### config.mk
export PLATFORM = sky130hd
export DESIGN_NAME = pcm_frame_statistics_flat
export DESIGN_NICKNAME = d
export VERILOG_FILES = /design/src/rtl/pfs_pkg.sv /design/src/rtl/pfs_in_if.sv /design/src/rtl/pfs_out_if.sv /design/src/rtl/pcm_frame_statistics.sv /design/src/flat_wrapper.sv
export SDC_FILE = /design/constraint.sdc
export NUM_CORES = 1
export LEC_CHECK = 0
export BUFFER_PORTS_ARGS = -buffer_cell sky130_fd_sc_hd__buf_2
export CAP_MARGIN = 20
export CORE_UTILIZATION = 62
export DETAILED_ROUTE_END_ITERATION = 6
export GPL_TIMING_DRIVEN = 0
export MAX_ROUTING_LAYER = met4
export PLACE_DENSITY = 0.84
export SLEW_MARGIN = 20
export SYNTH_ARGS = -nofsm -noshare
export SYNTH_HDL_FRONTEND = slang
export SYNTH_SLANG_ARGS = --single-unit
### constraint.sdc
create_clock -name i_clk -period 10.5 [get_ports i_clk]
set_input_delay 1.05 -clock i_clk [delete_from_list [all_inputs] [get_ports i_clk]]
set_output_delay 1.05 -clock i_clk [all_outputs]
set_load 0.01 [all_outputs]
### src/rtl/pfs_pkg.sv
// Package with the widths and constants shared by the PCM frame statistics files.
`default_nettype none

package pfs_pkg;

    localparam int SAMPLE_W = 16;
    localparam int PEAK_W   = 16;
    localparam int CNT_W    = 32;
    localparam int SQ_W     = 2 * SAMPLE_W;
    localparam int ENERGY_W = 64;

    localparam logic signed [SAMPLE_W-1:0] CLIP_HIGH = 16'sh7FFF;
    localparam logic signed [SAMPLE_W-1:0] CLIP_LOW  = 16'sh8000;
    localparam logic [PEAK_W-1:0]          PEAK_MAX  = 16'h8000;

endpackage

`default_nettype wire

### src/rtl/pfs_in_if.sv
// Handshake interface that carries one PCM sample item into the block.
`default_nettype none

interface pfs_in_if import pfs_pkg::*; ();

    logic                       valid;
    logic                       ready;
    logic signed [SAMPLE_W-1:0] sample;
    logic                       sample_present;
    logic                       frame_last;

    modport source (output valid, output sample, output sample_present, output frame_last,
                    input ready);
    modport sink   (input valid, input sample, input sample_present, input frame_last,
                    output ready);

endinterface

`default_nettype wire

### src/rtl/pfs_out_if.sv
// Handshake interface that carries one frame statistics item out of the block.
`default_nettype none

interface pfs_out_if import pfs_pkg::*; ();

    logic                valid;
    logic                ready;
    logic [PEAK_W-1:0]   peak_abs;
    logic [CNT_W-1:0]    clip_total;
    logic [CNT_W-1:0]    zero_total;
    logic [ENERGY_W-1:0] energy_sum;

    modport source (output valid, output peak_abs, output clip_total, output zero_total,
                    output energy_sum, input ready);
    modport sink   (input valid, input peak_abs, input clip_total, input zero_total,
                    input energy_sum, output ready);

endinterface

`default_nettype wire

### src/rtl/pcm_frame_statistics.sv
// Top level of the PCM frame statistics block: peak, clip, zero and energy per frame.
//
//   Channel  Direction  Payload                                         Handshake
//   i_in     sink       sample, sample_present, frame_last              valid/ready
//   o_out    source     peak_abs, clip_total, zero_total, energy_sum    valid/ready
//
// One item is accepted per cycle while the pipeline is not held; a frame's last item passes
// from the input register through the magnitude and square register to the result register.
// The stages are an input register, a magnitude and 16x16 square register, and the
// accumulate stage that loads the result register on the frame's last item.
// Reset clears the running figures and all valid flags.
// The whole pipeline holds only while a result waits in the output register and is not taken.
`default_nettype none

module pcm_frame_statistics import pfs_pkg::*; (
    input  wire         i_clk,
    input  wire         i_rst_n,
    pfs_in_if.sink      i_in,
    pfs_out_if.source   o_out
);

    logic en;

    logic                       r_a_valid;
    logic signed [SAMPLE_W-1:0] r_a_sample;
    logic                       r_a_present;
    logic                       r_a_last;

    logic                r_b_valid;
    logic [PEAK_W-1:0]   r_b_mag;
    logic [SQ_W-1:0]     r_b_sq;
    logic                r_b_clip;
    logic                r_b_zero;
    logic                r_b_present;
    logic                r_b_last;

    logic [PEAK_W-1:0]   r_peak;
    logic [CNT_W-1:0]    r_clips;
    logic [CNT_W-1:0]    r_zeros;
    logic [ENERGY_W-1:0] r_energy;

    logic [PEAK_W-1:0]   n_peak;
    logic [CNT_W-1:0]    n_clips;
    logic [CNT_W-1:0]    n_zeros;
    logic [ENERGY_W-1:0] n_energy;

    logic                r_out_valid;
    logic [PEAK_W-1:0]   r_out_peak;
    logic [CNT_W-1:0]    r_out_clips;
    logic [CNT_W-1:0]    r_out_zeros;
    logic [ENERGY_W-1:0] r_out_energy;

    logic [PEAK_W-1:0]   a_mag;
    logic [SQ_W-1:0]     a_sq;
    logic                take;
    logic [ENERGY_W:0]   energy_add;

    assign en         = !r_out_valid || o_out.ready;
    assign i_in.ready = en;

    always_ff @(posedge i_clk) begin
        if (!i_rst_n) begin
            r_a_valid <= 1'b0;
        end else if (en) begin
            r_a_valid <= i_in.valid;
        end
    end

    always_ff @(posedge i_clk) begin
        if (en) begin
            r_a_sample  <= i_in.sample;
            r_a_present <= i_in.sample_present;
            r_a_last    <= i_in.frame_last;
        end
    end

    // The magnitude of the most negative sample is 32768, which still fits 16 unsigned bits.
    always_comb begin
        a_mag = r_a_sample[SAMPLE_W-1] ? ($unsigned(~r_a_sample) + {{(PEAK_W-1){1'b0}}, 1'b1})
                                       : $unsigned(r_a_sample);
        a_sq  = {{(SQ_W-PEAK_W){1'b0}}, a_mag} * {{(SQ_W-PEAK_W){1'b0}}, a_mag};
    end

    always_ff @(posedge i_clk) begin
        if (!i_rst_n) begin
            r_b_valid <= 1'b0;
        end else if (en) begin
            r_b_valid <= r_a_valid;
        end
    end

    always_ff @(posedge i_clk) begin
        if (en) begin
            r_b_mag     <= a_mag;
            r_b_sq      <= a_sq;
            r_b_clip    <= (r_a_sample == CLIP_HIGH) || (r_a_sample == CLIP_LOW);
            r_b_zero    <= (r_a_sample == '0);
            r_b_present <= r_a_present;
            r_b_last    <= r_a_last;
        end
    end

    always_comb begin
        take       = r_b_valid && r_b_present;
        energy_add = {1'b0, r_energy} + {{(ENERGY_W+1-SQ_W){1'b0}}, r_b_sq};

        n_peak   = r_peak;
        n_clips  = r_clips;
        n_zeros  = r_zeros;
        n_energy = r_energy;
        if (take) begin
            if (r_b_mag > r_peak) begin
                n_peak = r_b_mag;
            end
            if (r_b_clip && (r_clips != '1)) begin
                n_clips = r_clips + {{(CNT_W-1){1'b0}}, 1'b1};
            end
            if (r_b_zero && (r_zeros != '1)) begin
                n_zeros = r_zeros + {{(CNT_W-1){1'b0}}, 1'b1};
            end
            n_energy = energy_add[ENERGY_W] ? '1 : energy_add[ENERGY_W-1:0];
        end
    end

    always_ff @(posedge i_clk) begin
        if (!i_rst_n) begin
            r_peak      <= '0;
            r_clips     <= '0;
            r_zeros     <= '0;
            r_energy    <= '0;
            r_out_valid <= 1'b0;
        end else if (en) begin
            r_out_valid <= r_b_valid && r_b_last;
            if (r_b_valid) begin
                if (r_b_last) begin
                    r_peak   <= '0;
                    r_clips  <= '0;
                    r_zeros  <= '0;
                    r_energy <= '0;
                end else begin
                    r_peak   <= n_peak;
                    r_clips  <= n_clips;
                    r_zeros  <= n_zeros;
                    r_energy <= n_energy;
                end
            end
        end
    end

    always_ff @(posedge i_clk) begin
        if (en && r_b_valid && r_b_last) begin
            r_out_peak   <= n_peak;
            r_out_clips  <= n_clips;
            r_out_zeros  <= n_zeros;
            r_out_energy <= n_energy;
        end
    end

    assign o_out.valid      = r_out_valid;
    assign o_out.peak_abs   = r_out_peak;
    assign o_out.clip_total = r_out_clips;
    assign o_out.zero_total = r_out_zeros;
    assign o_out.energy_sum = r_out_energy;

endmodule

`default_nettype wire

### src/flat_wrapper.sv
// flat-port wrapper written by rule: the top's interface ports become plain ports
module pcm_frame_statistics_flat import pfs_pkg::*;
  (i_clk, i_rst_n, i_in_valid, i_in_sample, i_in_sample_present, i_in_frame_last, i_in_ready, o_out_valid, o_out_peak_abs, o_out_clip_total, o_out_zero_total, o_out_energy_sum, o_out_ready);
  pfs_in_if i_in_i ();
  pfs_out_if o_out_i ();
  input  wire i_clk;
  input  wire i_rst_n;
  input wire logic [$bits(i_in_i.valid)-1:0] i_in_valid;
  input wire logic [$bits(i_in_i.sample)-1:0] i_in_sample;
  input wire logic [$bits(i_in_i.sample_present)-1:0] i_in_sample_present;
  input wire logic [$bits(i_in_i.frame_last)-1:0] i_in_frame_last;
  output wire logic [$bits(i_in_i.ready)-1:0] i_in_ready;
  output wire logic [$bits(o_out_i.valid)-1:0] o_out_valid;
  output wire logic [$bits(o_out_i.peak_abs)-1:0] o_out_peak_abs;
  output wire logic [$bits(o_out_i.clip_total)-1:0] o_out_clip_total;
  output wire logic [$bits(o_out_i.zero_total)-1:0] o_out_zero_total;
  output wire logic [$bits(o_out_i.energy_sum)-1:0] o_out_energy_sum;
  input wire logic [$bits(o_out_i.ready)-1:0] o_out_ready;
  assign i_in_i.valid = i_in_valid;
  assign i_in_i.sample = i_in_sample;
  assign i_in_i.sample_present = i_in_sample_present;
  assign i_in_i.frame_last = i_in_frame_last;
  assign i_in_ready = i_in_i.ready;
  assign o_out_valid = o_out_i.valid;
  assign o_out_peak_abs = o_out_i.peak_abs;
  assign o_out_clip_total = o_out_i.clip_total;
  assign o_out_zero_total = o_out_i.zero_total;
  assign o_out_energy_sum = o_out_i.energy_sum;
  assign o_out_i.ready = o_out_ready;
  pcm_frame_statistics u_core (.i_clk(i_clk), .i_rst_n(i_rst_n), .i_in(i_in_i), .o_out(o_out_i));
endmodule
==> results.yml <==
power_and_ir_drop:
  power_mw: 9.89
  p_per_area_nw_per_um2: 360
  vdd_drop_max_mv: 2.26
  p_leak_nw: 12.3
timing:
  setup-tns-final_ps: 0
  tightest_slew_ps: 1130
  post-route-period-util: 0.960
  hold_viol: 0
  rsz0062_at_grt: "false"
  finalClockSkew_ps: 30.5
  relSlewSlack: 0.243
  maxSlewViolCount: 0
  setup_violations: 0
  fin_crit_ps: 10080
  fmax_mhz: 99.2
floorplanning:
  core_sq_um: 38900
  fp-row-count: 72
  fp.dieW_microns: 201
  start_util: 0.633
  die_area_sq_um: 40500
  io_pins: 168
  fp.dieH_microns: 201
synth:
  yosys.area_share.simple: 0.148
  synth_top_family_by_area: "adder cells"
  synth-edff-count: 212
  syn_inst: 2530
  syn_area_sq_um: 24600
  ys_seq_elements: 359
  yosysSeqAreaShare: 0.378
  synth_compound_area_frac: 0.137
  yosysTopAreaCell: "edfxtp_1"
  synth_area_per_cell_sq_um: 9.73
  synth_xor_area_frac: 0.0573
  synthTopCellsByArea: "edfxtp_1 (26%), fa_1 (13%), dfxtp_1 (12%)"
  synth_flop_cell: "edfxtp_1"
  synth_top_area_frac: 0.259
  ys_async_sr_fraction: 0
  synth_warnings: 0
  synth.distinct_cells: 84
  synthMuxAreaShare: 0.00686
  synthAdderAreaFrac: 0.211
placed_design:
  dp_hpwl_microns: 51400
  dp_cells: 3226
  port_buffers: 167
  gp_congestion: 0.998
setup_path:
  slowest_delay_ps: 780
  worstPathArrival_ps: 10400
  cp-end-kind: "flop"
  critPathLaunchType: "flop"
  critPathMaxFanout: 11
  r2r_slack_ps: 420
  critPathKind: "flop to flop"
  critPathSlowestCell: "xnor2_1"
  worst_ep_required_time_ps: 10820
route:
  drt-initial-drc-count: 1928
  firstDrtPassIters: 5
  drc: 0
  routed-via-count: 20100
  ant_nets: 0
  wl_microns: 66900
  viasPerCell: 6.11
  wl_per_cell_microns: 20.3
global_route:
  antenna_found_initial: 1
  grt_pass1_wl_microns: 106000
  grt_use_total: 0.344
  grt-ovfl-total: 0
  grt_max_degree: 102
  grt_pass1_vias: 19800
clock_tree:
  clk_pin_slew_worst_paths_ps: 60
  cts_setup_buffers: 0
  cts_buffer_depth: 3
  holdBufCountCts: 0
  cts-buffers-inserted: 39
  cts_htree_levels: 2
  cts_tree: "built"
  cts.repair.resized: 0
  clkSinkCount: 359
  insertion_delay_ps: 570
  cts_root_buf: "clkbuf_16"
cells_and_area:
  drive_above_1_share: 0.103
  fin_cells: 3297
  area_growth_pct: 11.8
  final_nets: 3087
min_path:
  hold_class: "flop to flop"
outcome:
  status: "completed"
run:
  drv_cap: 0
[worst max-delay path: cells and delay by family, from the launching register on]
| family | cells | cell delay (ps) |
|---|---|---|
| compound gates | 6 | 1520 |
| buf+inv | 9 | 1960 |
| simple gates | 6 | 1370 |
| xor+xnor | 2 | 880 |
| fa+ha+maj | 8 | 3620 |
| flops | 1 | 510 |
[power breakdown]
part           switching (mW)  total, mW  internal (mW)
Combinational            3.84       6.53           2.69
Clock                   0.584       1.41          0.828
Sequential             0.0573       1.96           1.90
[area by class of cell]
type / count / area, sq um
Antenna cell: 1 / 2.50
Buffer: 108 / 424
Clock buffer: 48 / 1060
Clock inverter: 22 / 259
Fill cell: 2908 / 11400
Inverter: 288 / 1090
Multi-Input combinational cell: 1784 / 13800
Sequential cell: 359 / 9310
Tap cell: 518 / 648
Timing Repair Buffer: 169 / 883
[cells in the mapped netlist, types with 13 or more instances]
master and count:
or3_1 32, ha_1 151, dfxtp_1 147, a22o_1 44
o21bai_1 16, inv_1 279, a31oi_1 23, a21o_1 40
nand4_1 42, and4_1 14, xor2_1 69, nor3_1 25
and2_1 19, clkbuf_1 94, a22oi_1 22, a21oi_1 121
edfxtp_1 212, and3_1 33, o21ai_0 134, nor2_1 207
nor4_1 16, fa_1 165, nand2_1 254, nand2b_1 13
xnor2_1 92, nand3_1 69
[worst paths after layout]
| check | startpoint | to | cells after the start |
|---|---|---|---|
| worst max register to register | u_core.r_a_sample[0] | u_core.r_b_sq[31] | 31 |
| worst min-delay path | u_core.r_a_present | u_core.r_b_present | 0 |
| worst min register to register | u_core.r_a_present | u_core.r_b_present | 0 |
| worst max-delay path | u_core.r_a_sample[0] | u_core.r_b_sq[31] | 31 |
[flip-flops by register name, summed over array words and instances (netlist names)]
| signal | flops |
|---|---|
| u_core.o_out.energy_sum | 64 |
| u_core.r_energy | 64 |
| u_core.o_out.clip_total | 32 |
| u_core.o_out.zero_total | 32 |
| u_core.r_clips | 32 |
| u_core.r_zeros | 32 |
| u_core.r_b_sq | 31 |
| u_core.o_out.peak_abs | 16 |
| u_core.r_a_sample | 16 |
| u_core.r_peak | 16 |
| u_core.r_b_mag | 15 |
| u_core.o_out.valid | 1 |
| u_core.r_a_last | 1 |
| u_core.r_a_present | 1 |
| u_core.r_a_valid | 1 |
| u_core.r_b_clip | 1 |
| u_core.r_b_last | 1 |
| u_core.r_b_present | 1 |
| u_core.r_b_valid | 1 |
| u_core.r_b_zero | 1 |
[kinds of logic after synthesis]
| group | count (synthesis) |
|---|---|
| AOI/OAI and AO/OA | 513 |
| xor gates and xnor gates | 161 |
| adders and majority gates | 316 |
| muxes | 16 |
| DFF | 359 |
| buffers and inverters | 396 |
| and+or+nand+nor | 767 |
| other | 2 |
[through the flow]
step | worst slack [ps] | hold slack [ps] | area (sq um) | util
finish | 420 | 424 | 27500 | 0.707
CTS | 416 | 427 | 27500 | 0.707
detailed placement | 421 | 413 | 26200 | 0.673
global placement | -147 | 405 | 26100 | 0.672
global route | 71.9 | 437 | 27500 | 0.707
floorplan | 2360 | 400 | 24600 | -
[placed cells by master (no fill, tap or decap), types with 11 or more instances in the layout]
cell	instances
a21oi_1	121
clkbuf_1	98
and2_1	19
a21o_1	40
nand2_1	254
a22o_1	44
nand2b_1	13
inv_1	278
buf_2	175
and3_1	33
xnor2_1	92
nor4_1	16
dfxtp_1	147
nand4_1	42
edfxtp_1	212
o31ai_1	12
nor2_1	207
nor2b_1	11
clkbuf_16	40
o21ai_0	134
and4_1	14
ha_1	151
or3_1	32
a211oi_1	12
nor3_1	25
a31oi_1	23
fa_1	165
a22oi_1	22
nand3_1	69
xor2_1	69
conb_1	11
o21bai_1	16
[per-layer routing]
| layer | up-vias | wire [microns] | GRT usage | part of all wire |
|---|---|---|---|---|
| li1 | 9215 | - | - | - |
| met5 | - | 0 | - | 0 |
| met3 | 191 | 5240 | 0.0466 | 0.078 |
| met4 | 0 | 2700 | 0.142 | 0.040 |
| met1 | 9797 | 26300 | 0.431 | 0.39 |
| met2 | 934 | 32600 | 0.565 | 0.49 |
(Power assumes the default switching activity.)
